<file path="src/rtl/hsv_pkg.sv">
// Shared types, constants and the divider step of the RGB to HSV converter.
package hsv_pkg;

  localparam int unsigned ChanW   = 8;
  localparam int unsigned QuoW    = 16;
  localparam int unsigned DvdW    = QuoW + ChanW;
  localparam int unsigned DivSteps = QuoW;
  localparam int unsigned HueW    = 15;
  localparam int unsigned SatW    = 16;
  localparam int unsigned InDataW = 24;
  localparam int unsigned OutDataW = 40;

  localparam logic [QuoW-1:0] HueGreen = 16'd7680;
  localparam logic [QuoW-1:0] HueBlue  = 16'd15360;
  localparam logic [QuoW-1:0] HueFull  = 16'd23040;

  typedef enum logic [1:0] {
    SEC_RED,
    SEC_GREEN,
    SEC_BLUE
  } sector_e;

  typedef struct packed {
    logic [ChanW-1:0] value;
    logic             gray;
    sector_e          sector;
    logic             neg;
  } hsv_side_t;

  typedef struct packed {
    logic [ChanW-1:0] dsr;
    logic [ChanW-1:0] rem;
    logic [QuoW-1:0]  dvd;
    logic [QuoW-1:0]  quo;
  } div_lane_t;

  function automatic div_lane_t div_step(input div_lane_t lane);
    div_lane_t      res;
    logic [ChanW:0] trial;
    logic [ChanW:0] diff;
    logic           ge;
    trial = {lane.rem, lane.dvd[QuoW-1]};
    diff  = trial - {1'b0, lane.dsr};
    ge    = (trial >= {1'b0, lane.dsr});
    res.dsr = lane.dsr;
    res.rem = ge ? diff[ChanW-1:0] : trial[ChanW-1:0];
    res.dvd = {lane.dvd[QuoW-2:0], 1'b0};
    res.quo = {lane.quo[QuoW-2:0], ge};
    return res;
  endfunction

endpackage

</file>
<file path="src/rtl/hsv_front.sv">
// Front stages: input register, max/min and sector select, dividend build.
module hsv_front import hsv_pkg::*; (
  input  logic                clk_i,
  input  logic                rst_ni,
  input  logic                en_i,
  input  logic                valid_i,
  input  logic [InDataW-1:0]  data_i,
  output logic                valid_o,
  output hsv_side_t           side_o,
  output logic [DvdW-1:0]     sat_dvd_o,
  output logic [ChanW-1:0]    sat_dsr_o,
  output logic [DvdW-1:0]     hue_dvd_o,
  output logic [ChanW-1:0]    hue_dsr_o
);

  logic             a_valid_q;
  logic [ChanW-1:0] a_red_q, a_green_q, a_blue_q;

  logic             b_valid_q;
  hsv_side_t        b_side_q, b_side_d;
  logic [ChanW-1:0] b_delta_q, b_delta_d;
  logic [ChanW-1:0] b_abs_q, b_abs_d;

  logic             c_valid_q;
  hsv_side_t        c_side_q;
  logic [DvdW-1:0]  c_sat_dvd_q, c_sat_dvd_d;
  logic [DvdW-1:0]  c_hue_dvd_q, c_hue_dvd_d;
  logic [ChanW-1:0] c_sat_dsr_q;
  logic [ChanW-1:0] c_hue_dsr_q;

  logic [ChanW-1:0] mx, mn;
  logic [ChanW:0]   diff;

  always_comb begin
    mx = (a_red_q > a_green_q) ? a_red_q : a_green_q;
    mx = (mx > a_blue_q) ? mx : a_blue_q;
    mn = (a_red_q < a_green_q) ? a_red_q : a_green_q;
    mn = (mn < a_blue_q) ? mn : a_blue_q;
    b_delta_d = mx - mn;
    if (a_red_q == mx) begin
      b_side_d.sector = SEC_RED;
      diff = {1'b0, a_green_q} - {1'b0, a_blue_q};
    end else if (a_green_q == mx) begin
      b_side_d.sector = SEC_GREEN;
      diff = {1'b0, a_blue_q} - {1'b0, a_red_q};
    end else begin
      b_side_d.sector = SEC_BLUE;
      diff = {1'b0, a_red_q} - {1'b0, a_green_q};
    end
    b_side_d.value = mx;
    b_side_d.gray  = (b_delta_d == '0);
    b_side_d.neg   = diff[ChanW];
    b_abs_d        = diff[ChanW] ? ChanW'(-diff) : diff[ChanW-1:0];
  end

  always_comb begin
    c_sat_dvd_d = {1'b0, b_delta_q, 15'd0};
    c_hue_dvd_d = ({16'd0, b_abs_q} << 12) - ({16'd0, b_abs_q} << 8);
  end

  always_ff @(posedge clk_i or negedge rst_ni) begin
    if (!rst_ni) begin
      a_valid_q <= 1'b0;
      b_valid_q <= 1'b0;
      c_valid_q <= 1'b0;
    end else if (en_i) begin
      a_valid_q <= valid_i;
      b_valid_q <= a_valid_q;
      c_valid_q <= b_valid_q;
    end
  end

  always_ff @(posedge clk_i) begin
    if (en_i) begin
      a_red_q     <= data_i[7:0];
      a_green_q   <= data_i[15:8];
      a_blue_q    <= data_i[23:16];
      b_side_q    <= b_side_d;
      b_delta_q   <= b_delta_d;
      b_abs_q     <= b_abs_d;
      c_side_q    <= b_side_q;
      c_sat_dvd_q <= c_sat_dvd_d;
      c_hue_dvd_q <= c_hue_dvd_d;
      c_sat_dsr_q <= b_side_q.value;
      c_hue_dsr_q <= b_delta_q;
    end
  end

  assign valid_o   = c_valid_q;
  assign side_o    = c_side_q;
  assign sat_dvd_o = c_sat_dvd_q;
  assign sat_dsr_o = c_sat_dsr_q;
  assign hue_dvd_o = c_hue_dvd_q;
  assign hue_dsr_o = c_hue_dsr_q;

endmodule

</file>
<file path="src/rtl/hsv_div_pipe.sv">
// Pipelined restoring divider, two lanes, one quotient bit per stage.
module hsv_div_pipe import hsv_pkg::*; (
  input  logic             clk_i,
  input  logic             rst_ni,
  input  logic             en_i,
  input  logic             valid_i,
  input  hsv_side_t        side_i,
  input  logic [DvdW-1:0]  sat_dvd_i,
  input  logic [ChanW-1:0] sat_dsr_i,
  input  logic [DvdW-1:0]  hue_dvd_i,
  input  logic [ChanW-1:0] hue_dsr_i,
  output logic             valid_o,
  output hsv_side_t        side_o,
  output logic [QuoW-1:0]  sat_quo_o,
  output logic [QuoW-1:0]  hue_quo_o,
  output logic             hue_rem_nz_o
);

  div_lane_t sat_in, hue_in;
  div_lane_t sat_q [DivSteps];
  div_lane_t hue_q [DivSteps];
  hsv_side_t side_q [DivSteps];
  logic [DivSteps-1:0] valid_q;

  always_comb begin
    sat_in.dsr = sat_dsr_i;
    sat_in.rem = sat_dvd_i[DvdW-1:QuoW];
    sat_in.dvd = sat_dvd_i[QuoW-1:0];
    sat_in.quo = '0;
    hue_in.dsr = hue_dsr_i;
    hue_in.rem = hue_dvd_i[DvdW-1:QuoW];
    hue_in.dvd = hue_dvd_i[QuoW-1:0];
    hue_in.quo = '0;
  end

  always_ff @(posedge clk_i or negedge rst_ni) begin
    if (!rst_ni) begin
      valid_q <= '0;
    end else if (en_i) begin
      valid_q <= {valid_q[DivSteps-2:0], valid_i};
    end
  end

  always_ff @(posedge clk_i) begin
    if (en_i) begin
      sat_q[0]  <= div_step(sat_in);
      hue_q[0]  <= div_step(hue_in);
      side_q[0] <= side_i;
    end
  end

  for (genvar s = 1; s < DivSteps; s++) begin : g_step
    always_ff @(posedge clk_i) begin
      if (en_i) begin
        sat_q[s]  <= div_step(sat_q[s-1]);
        hue_q[s]  <= div_step(hue_q[s-1]);
        side_q[s] <= side_q[s-1];
      end
    end
  end

  assign valid_o      = valid_q[DivSteps-1];
  assign side_o       = side_q[DivSteps-1];
  assign sat_quo_o    = sat_q[DivSteps-1].quo;
  assign hue_quo_o    = hue_q[DivSteps-1].quo;
  assign hue_rem_nz_o = (hue_q[DivSteps-1].rem != '0);

endmodule

</file>
<file path="src/rtl/hsv_out_buf.sv">
// Hue assembly, output register and skid register of the result stream.
module hsv_out_buf import hsv_pkg::*; (
  input  logic                clk_i,
  input  logic                rst_ni,
  input  logic                valid_i,
  input  hsv_side_t           side_i,
  input  logic [QuoW-1:0]     sat_quo_i,
  input  logic [QuoW-1:0]     hue_quo_i,
  input  logic                hue_rem_nz_i,
  output logic                en_o,
  output logic                m_axis_tvalid_o,
  input  logic                m_axis_tready_i,
  output logic [OutDataW-1:0] m_axis_tdata_o,
  output logic                m_axis_tuser_o
);

  logic [QuoW-1:0]     base;
  logic [QuoW-1:0]     hue_sum;
  logic [HueW-1:0]     hue;
  logic [SatW-1:0]     sat;
  logic [OutDataW:0]   beat_d;
  logic [OutDataW:0]   out_q, skid_q;
  logic                out_valid_q, skid_valid_q;
  logic                pop, push;

  always_comb begin
    case (side_i.sector)
      SEC_RED:   base = side_i.neg ? HueFull : '0;
      SEC_GREEN: base = HueGreen;
      SEC_BLUE:  base = HueBlue;
      default:   base = '0;
    endcase
    if (side_i.neg) begin
      hue_sum = base - hue_quo_i - {{(QuoW-1){1'b0}}, hue_rem_nz_i};
    end else begin
      hue_sum = base + hue_quo_i;
    end
    hue = side_i.gray ? '0 : hue_sum[HueW-1:0];
    sat = side_i.gray ? '0 : sat_quo_i;
    beat_d = {side_i.gray, 1'b0, side_i.value, sat, hue};
  end

  assign en_o = !skid_valid_q;
  assign pop  = out_valid_q && m_axis_tready_i;
  assign push = en_o && valid_i;

  always_ff @(posedge clk_i or negedge rst_ni) begin
    if (!rst_ni) begin
      out_valid_q  <= 1'b0;
      skid_valid_q <= 1'b0;
    end else if (pop) begin
      if (skid_valid_q) begin
        skid_valid_q <= 1'b0;
      end else begin
        out_valid_q <= push;
      end
    end else if (push) begin
      if (!out_valid_q) begin
        out_valid_q <= 1'b1;
      end else begin
        skid_valid_q <= 1'b1;
      end
    end
  end

  always_ff @(posedge clk_i) begin
    if (pop) begin
      if (skid_valid_q) begin
        out_q <= skid_q;
      end else if (push) begin
        out_q <= beat_d;
      end
    end else if (push) begin
      if (!out_valid_q) begin
        out_q <= beat_d;
      end else begin
        skid_q <= beat_d;
      end
    end
  end

  assign m_axis_tvalid_o = out_valid_q;
  assign m_axis_tdata_o  = out_q[OutDataW-1:0];
  assign m_axis_tuser_o  = out_q[OutDataW];

endmodule

</file>
<file path="src/rtl/rgb_to_hsv_converter_unit.sv">
// Top level of the RGB to HSV pixel converter.
//
//  Channel  Direction  tdata (low bit up)                             tuser
//  s_axis   in         red[7:0] green[15:8] blue[23:16]               -
//  m_axis   out        hue[14:0] sat[30:15] value[38:31] zero[39]     gray
//
// One pixel per clock enters and leaves while the output is not stalled; a result passes the front
// stages, the sixteen-stage restoring divider that forms hue and saturation, and the output register.
// Reset clears every valid bit; no payload is cleared.
// A stalled output beat is caught in a skid register; input is refused only while it is full.
module rgb_to_hsv_converter_unit import hsv_pkg::*; (
  input  logic                clk_i,
  input  logic                rst_ni,
  input  logic                s_axis_tvalid_i,
  output logic                s_axis_tready_o,
  input  logic [InDataW-1:0]  s_axis_tdata_i,  // red, green, blue
  output logic                m_axis_tvalid_o,
  input  logic                m_axis_tready_i,
  output logic [OutDataW-1:0] m_axis_tdata_o,  // hue, saturation, value, zero pad
  output logic                m_axis_tuser_o   // gray
);

  logic             en;
  logic             front_valid, div_valid;
  hsv_side_t        front_side, div_side;
  logic [DvdW-1:0]  sat_dvd, hue_dvd;
  logic [ChanW-1:0] sat_dsr, hue_dsr;
  logic [QuoW-1:0]  sat_quo, hue_quo;
  logic             hue_rem_nz;

  assign s_axis_tready_o = en;

  hsv_front u_front (
    .clk_i     (clk_i),
    .rst_ni    (rst_ni),
    .en_i      (en),
    .valid_i   (s_axis_tvalid_i),
    .data_i    (s_axis_tdata_i),
    .valid_o   (front_valid),
    .side_o    (front_side),
    .sat_dvd_o (sat_dvd),
    .sat_dsr_o (sat_dsr),
    .hue_dvd_o (hue_dvd),
    .hue_dsr_o (hue_dsr)
  );

  hsv_div_pipe u_div (
    .clk_i        (clk_i),
    .rst_ni       (rst_ni),
    .en_i         (en),
    .valid_i      (front_valid),
    .side_i       (front_side),
    .sat_dvd_i    (sat_dvd),
    .sat_dsr_i    (sat_dsr),
    .hue_dvd_i    (hue_dvd),
    .hue_dsr_i    (hue_dsr),
    .valid_o      (div_valid),
    .side_o       (div_side),
    .sat_quo_o    (sat_quo),
    .hue_quo_o    (hue_quo),
    .hue_rem_nz_o (hue_rem_nz)
  );

  hsv_out_buf u_out (
    .clk_i           (clk_i),
    .rst_ni          (rst_ni),
    .valid_i         (div_valid),
    .side_i          (div_side),
    .sat_quo_i       (sat_quo),
    .hue_quo_i       (hue_quo),
    .hue_rem_nz_i    (hue_rem_nz),
    .en_o            (en),
    .m_axis_tvalid_o (m_axis_tvalid_o),
    .m_axis_tready_i (m_axis_tready_i),
    .m_axis_tdata_o  (m_axis_tdata_o),
    .m_axis_tuser_o  (m_axis_tuser_o)
  );

endmodule

</file>
<file path="config.mk">
export PLATFORM = sky130hd
export DESIGN_NAME = rgb_to_hsv_converter_unit
export DESIGN_NICKNAME = d
export VERILOG_FILES = /design/src/rtl/hsv_pkg.sv /design/src/rtl/hsv_front.sv /design/src/rtl/hsv_div_pipe.sv /design/src/rtl/hsv_out_buf.sv /design/src/rtl/rgb_to_hsv_converter_unit.sv
export SDC_FILE = /design/constraint.sdc
export NUM_CORES = 2
export LEC_CHECK = 0
export BUFFER_PORTS_ARGS = -buffer_cell sky130_fd_sc_hd__buf_2
export CORE_UTILIZATION = 25
export DETAILED_ROUTE_END_ITERATION = 8
export GPL_TIMING_DRIVEN = 0
export HOLD_SLACK_MARGIN = 0.1
export SKIP_LAST_GASP = 1
export SLEW_MARGIN = 20
export SYNTH_ARGS = -nofsm -noshare
export SYNTH_HDL_FRONTEND = slang
export SYNTH_SLANG_ARGS = --single-unit
</file>
<file path="constraint.sdc">
create_clock -name clk_i -period 35.4 [get_ports clk_i]
set_clock_uncertainty 0.05 [all_clocks]
set_input_delay 1.77 -clock clk_i [delete_from_list [all_inputs] [get_ports clk_i]]
set_output_delay 1.77 -clock clk_i [all_outputs]
set_load 0.1 [all_outputs]
</file>
# Word level (Yosys, flattened, before mapping)
# Memory sizes are Yosys's and may differ from the RTL's.
# Index checks and enable logic that the tools add are counted.
[word_totals] memories=3 input_bits=28 output_inout_bits=43 register_bits=195 ramBits=1696
[classes] bitwise_logic=1 n_reduce_logical=13 eq_ne=6 mux=57 add_sub_neg=41 magnitude_cmp=36
[memory_table] name="u_div.hue_q" depth=16 word_bits=47 read_ports=16 rd_clocked_by_memory_dff=0 wr=16 line_no="hsv_div_pipe.sv:21" source="div_lane_t hue_q [DivSteps];"
[memory_table] name="u_div.sat_q" depth=16 word_bits=47 read_ports=16 rd_clocked_by_memory_dff=0 wr=16 line_no="hsv_div_pipe.sv:20" source="div_lane_t sat_q [DivSteps];"
[memory_table] name="u_div.side_q" depth=16 word_bits=12 read_ports=16 rd_clocked_by_memory_dff=0 wr=16 line_no="hsv_div_pipe.sv:22" source="hsv_side_t side_q [DivSteps];"
[op_table] operator="$mux W8" count=37
[op_table] operator="$ge A9 B8 Y1" count=31
[op_table] operator="$sub A8 B8 Y8" count=33
[op_table] operator="$mux W41" count=5
[op_table] operator="$mux W15" count=3
[op_table] operator="$pmux W15 S3" count=1
[op_table] operator="$sub A8 B8 Y9" count=3
[op_table] operator="$sub A20 B16 Y21" count=1
[op_table] operator="$mux W9" count=2
[op_table] operator="$eq A8 B8 Y1" count=2
[op_table] operator="$gt A8 B8 Y1" count=2
[op_table] operator="$lt A8 B8 Y1" count=2
[op_table] operator="$mux W16" count=1
[op_table] operator="$add A15 B15 Y15" count=1
[op_table] operator="$sub A15 B1 Y15" count=1
[op_table] operator="$sub A15 B15 Y15" count=1
[op_table] operator="$ge A8 B8 Y1" count=1
[op_table] operator="$logic_not A8 Y1" count=1
[op_table] operator="$neg A8 Y8" count=1
[op_table] operator="$reduce_bool A8 Y1" count=1
[op_table] operator="$mux W1" count=7
[op_table] operator="$reduce_and A3 Y1" count=2
[op_table] operator="$reduce_bool A2 Y1" count=3
[op_table] operator="$ne A2 B2 Y1 const B" count=2
[op_table] operator="other kinds (8)" count=10

# Depth between registers and ports, before layout
# An unclocked memory read counts as a cell.
[depth] word_depth=10 ltp_mapped=26 mapped_depth_nobuf=24

# By module
# From an unflattened synthesis, not the netlist that was laid out.
[unflattened] cells_unflattened=4291 hier_area_um2=61669.1
[modules_own_cells] mod="hsv_div_pipe" seq_area_each_um2=36194.7 instances=1 cells_each=3326 area_each_um2=50972.6
[modules_own_cells] mod="hsv_front" seq_area_each_um2=2627.5 instances=1 cells_each=599 area_each_um2=6286.0
[modules_own_cells] mod="hsv_out_buf" seq_area_each_um2=2452.4 instances=1 cells_each=366 area_each_um2=4410.5

# Worst setup path after synthesis
# OpenSTA, ideal clock, no wires.
[synth_timing] path_kind="reg2reg" from="reg u_out.skid_valid_q" to="reg u_out.out_q[0] (enable)" period_less_slack_ns=23.346 path_buffers=2 stages_incl_launch_ff=6 required_ns=34.899 setup_time_ns=0.451 arrival_ns=22.846 setup_slack_ns=12.054 cell_sequence="dfrtp_1 -> clkbuf_1 -> clkbuf_1 -> inv_1 -> nand2_1 -> a21oi_1"
[synth_between] elab_chain_len=4
[synth_lines] element="from (decl)" line_no="hsv_out_buf.sv:23" source="logic out_valid_q, skid_valid_q;"
[synth_lines] element="from (signal assigned)" line_no="hsv_out_buf.sv:50" source="skid_valid_q <= 1'b0;"
[synth_lines] element="from (signal assigned)" line_no="hsv_out_buf.sv:53" source="skid_valid_q <= 1'b0;"
[synth_lines] element="from (signal assigned)" line_no="hsv_out_buf.sv:61" source="skid_valid_q <= 1'b1;"
[synth_lines] element="$logic_not A1 Y1 *" line_no="hsv_out_buf.sv:43" source="assign en_o = !skid_valid_q;"
[synth_lines] element="net s_axis_tready_o" line_no="rgb_to_hsv_converter_unit.sv:15" source="output logic s_axis_tready_o,"
[synth_lines] element="$logic_and A1 B1 Y1 *" line_no="hsv_out_buf.sv:45" source="assign push = en_o && valid_i;"
[synth_lines] element="$reduce_bool A2 Y1 (no line)"
[synth_lines] element="$reduce_and A3 Y1 (no line) *"
[synth_lines] element="to (signal assigned)" line_no="hsv_out_buf.sv:69" source="out_q <= skid_q;"
[synth_lines] element="to (signal assigned)" line_no="hsv_out_buf.sv:71" source="out_q <= beat_d;"
[synth_lines] element="to (signal assigned)" line_no="hsv_out_buf.sv:75" source="out_q <= beat_d;"
[synth_lines] element="to (decl)" line_no="hsv_out_buf.sv:22" source="logic [OutDataW:0] out_q, skid_q;"
# Mark *: on every way through the listed nets, which the timed path passes. The rest lies on a longest branch.
# A chain may end at the register's enable or synchronous reset.

# Final worst setup path
[layout_timing] from="reg u_out.skid_valid_q" to="out s_axis_tready_o"
[layout_between] elab_chain_len=1
[layout_lines] element="$logic_not A1 Y1" line_no="hsv_out_buf.sv:43"
[layout_lines] element="to (decl)" line_no="rgb_to_hsv_converter_unit.sv:15"
# Every way passes these cells.

==> results.md <==
- Initial antenna violation count: 0
- Core area: 191000 sq um
- Sum of negative setup slack: 0 ns
- Synthesized net count: 4075
- Num CTS Buffers: 98
- Hold WC Path Type: reg2reg
- Synthesis-to-finish area growth: 14.77%
- RD Place Congestion: 0.8574
- Critical Path Fanout Max: 117
- Final wirelength: 74.05 mm
- Yosys top cell area share: 62.81%
- DR vias: 26560
- Warning count from the yosys run: 0
- DIE HEIGHT: 441.3 um
- Remaining global-route overflow: 0
- Crit start category: register
- CP Class: reg2out
- Reg2Reg Depth: 23
- H-tree Lvls: 3
- Hold path depth: 0
- Worst-skew pair later-pin latency: 0.70 ns
- Vias in the first global route: 27130
- Mapped Area: 48240 sq um
- Synth area leaders: edfxtp_1 (63%), ha_1 (8.7%), inv_1 (4.2%), o21ai_0 (3.3%), nand2_1 (1.9%)
- Residual DRC count: 0
- Status: finished, final reports clean
- R2R Setup Slk: 28.80 ns
- Post-CTS setup buffer count: 0
- Largest net degree at the start of global routing: 118
- Layout Cells excl Fill: 6450
- Worst Hold End: u_div.sat_q[0][286]$_DFFE_PN_
- CTS Sinks: 1030
- Register area share after synthesis: 63.90%
- Most common cell in the netlist: edfxtp_1
- Most used DFF post-synth: edfxtp_1
- Worst Tran Pin Value: 0.9936 ns
- Synthesized instance count: 3676
- Fin crit share: 19.18%
- First-pass GRT wire length: 124.3 mm
- Die Wd: 441.3 um
- Slew Viols, Final: 0
- Worst hold start: u_div.sat_q[0][238]$_DFFE_PN_
- Final Net Count: 4255
- Worst setup margin: 28.61 ns
- Reg2Reg Capture Point: u_front.b_abs_q[4]$_DFFE_PN_
- R2R Path Start: u_front.a_green_q[1]$_DFFE_PN_
- CTS tree: built
- RSZ-0062 raised after global routing: false
- Synth Area per Inst: 13.12 sq um
- Share of cells above drive strength 1: 7.821%
- Leading area contributor after synthesis: edfxtp_1
- CTS root buf: clkbuf_16
- Pre-CTS WS: 28.88 ns
- IO Pins: 71
- Fill cells: 19180
- FF+latch count, synth: 1030
- Post-synth EDFFs: 1009
- Router iterations before antenna repair: 5
- Rows: 160
- GRT Total Usage: 7.541%
- Final Critical Period: 6.788 ns
- Post-DRT Antenna Nets: 0
- PortBufs: 69
- Vias per cell: 4.118
- Crit path required time: 33.58 ns
- Cell variety after synth: 67
- Most frequent cells after synthesis: edfxtp_1 (1009), inv_1 (536), ha_1 (336), o21ai_0 (319), nand2_1 (248)
- Drt first-iter violations: 1446
- Initial core utilization: 25.26%
- Placed cells: 6267
- Worst-path clk slew: 0.07 ns
- CP endpoint kind: output port
- Arrival time at the worst endpoint: 4.97 ns
- Die area: 194700 sq um
- Maximum root-to-sink buffer count: 3
- Post-DR wirelength/cell: 11.48 um
- DP HPWL: 52.76 mm
- Post-layout util: 28.99%
- Hold Buf Count CTS: 0
- Endpoints failing hold: 0
- Max_slew headroom: 32.05%
- FMAX: 0.1473 GHz
- # setup viols final: 0
- Fraction of registers with async set or reset after synthesis: 2.039%
- MaxCap Viol Count: 0
- Post_cts resized: 0
==> per-stage QoR <==
stage,hold WS [ns],area (sq um)
after global placement,0.3502,51730
after global routing,0.3410,55360
after floorplan,0.3503,48240
after CTS,0.3333,55360
final,0.3395,55370
after detailed placement,0.3545,52050
==> worst max-delay path, cell delays in order, from the launching register on <==
cell,delay [ns]
dfrtp_1,0.36
clkbuf_1,0.17
clkbuf_1,0.32
inv_8,0.42
buf_16,0.44
buf_16,0.34
buf_16,0.46
buf_16,0.47
buf_16,0.42
buf_2,0.53
==> final cells by class <==
type / instances / area, sq um / share of cell area [%]
Inverter: 536 / 2019 / 3.647
Sequential cell: 1030 / 30820 / 55.67
Multi-Input combinational cell: 2053 / 15180 / 27.42
Clock buffer: 112 / 2505 / 4.524
Timing Repair Buffer: 80 / 648.1 / 1.171
Antenna cell: 1 / 2.502 / 0.004520
Buffer: 57 / 234.0 / 0.4226
Tap cell: 2511 / 3142 / 5.674
Clock inverter: 70 / 808.3 / 1.460
==> sequential cells by signal (all words and copies together), names as in the netlist <==
register / cells
u_front.b_valid_q: 1
u_out.m_axis_tvalid_o: 1
u_front.hue_dvd_o: 13
u_front.valid_o: 1
u_div.hue_q: 396
u_out.skid_valid_q: 1
u_out.out_q: 40
u_div.valid_q: 16
u_out.skid_q: 40
u_front.hue_dsr_o: 8
u_front.a_green_q: 8
u_front.a_valid_q: 1
u_front.side_o: 12
u_front.b_side_q: 12
u_front.a_blue_q: 8
u_div.sat_q: 258
u_front.b_delta_q: 8
u_front.b_abs_q: 8
u_front.a_red_q: 8
u_div.side_q: 190
==> per-layer routing <==
layer  wire length [um]  GRT usage, %  share of wire (%)  up-vias
met5                  0             0                  0        -
met4               1956         2.472                2.6        0
met3               2725         1.719                3.7      139
met2              36940         13.71                 50      336
met1              32430         8.653                 44    12520
li1                   -             -                  -    13560
==> cell usage in the layout (no fill, tap or decap), types with 72 or more instances in the layout <==
master     instances
nor2b_1          103
buf_2             72
edfxtp_1        1009
ha_1             336
inv_1            535
o21ai_0          319
nand2_1          248
xnor2_1           86
clkbuf_16         98
a21oi_1          140
xor2_1            85
nor2_1           144
==> cells by family (layout without fill, tap and decap cells) <==
kind of cell	Yosys count	after routing	share of synthesized area, %
xor gates and xnor gates	171	171	3.105
DFF	1030	1030	63.90
adders and majority gates	371	371	10.17
muxes	87	87	1.950
other	1	2	0.007773
buffers and inverters	593	855	4.656
AOI/OAI and AO/OA	724	724	9.182
and+or+nand+nor	699	699	7.037
==> worst max path at each step <==
stage / from / to / slack (ns) / cells past startpoint
6_report: u_out.skid_valid_q$_DFFE_PN0P_ / s_axis_tready_o / 28.61 / 9
3_3_place_gp: u_out.skid_valid_q$_DFFE_PN0P_ / u_out.out_q[32]$_DFFE_PP_ / 5.49 / 5
2_1_floorplan: u_out.skid_valid_q$_DFFE_PN0P_ / u_out.out_q[0]$_DFFE_PP_ / 12.05 / 5
4_1_cts: u_out.skid_valid_q$_DFFE_PN0P_ / s_axis_tready_o / 28.47 / 9
3_5_place_dp: u_front.a_green_q[1]$_DFFE_PN_ / u_front.b_abs_q[4]$_DFFE_PN_ / 28.88 / 23
5_1_grt: u_out.skid_valid_q$_DFFE_PN0P_ / s_axis_tready_o / 28.16 / 9
Power is not shown: default switching activity piles up to over one toggle a cycle in this logic, so the estimate is an artifact.
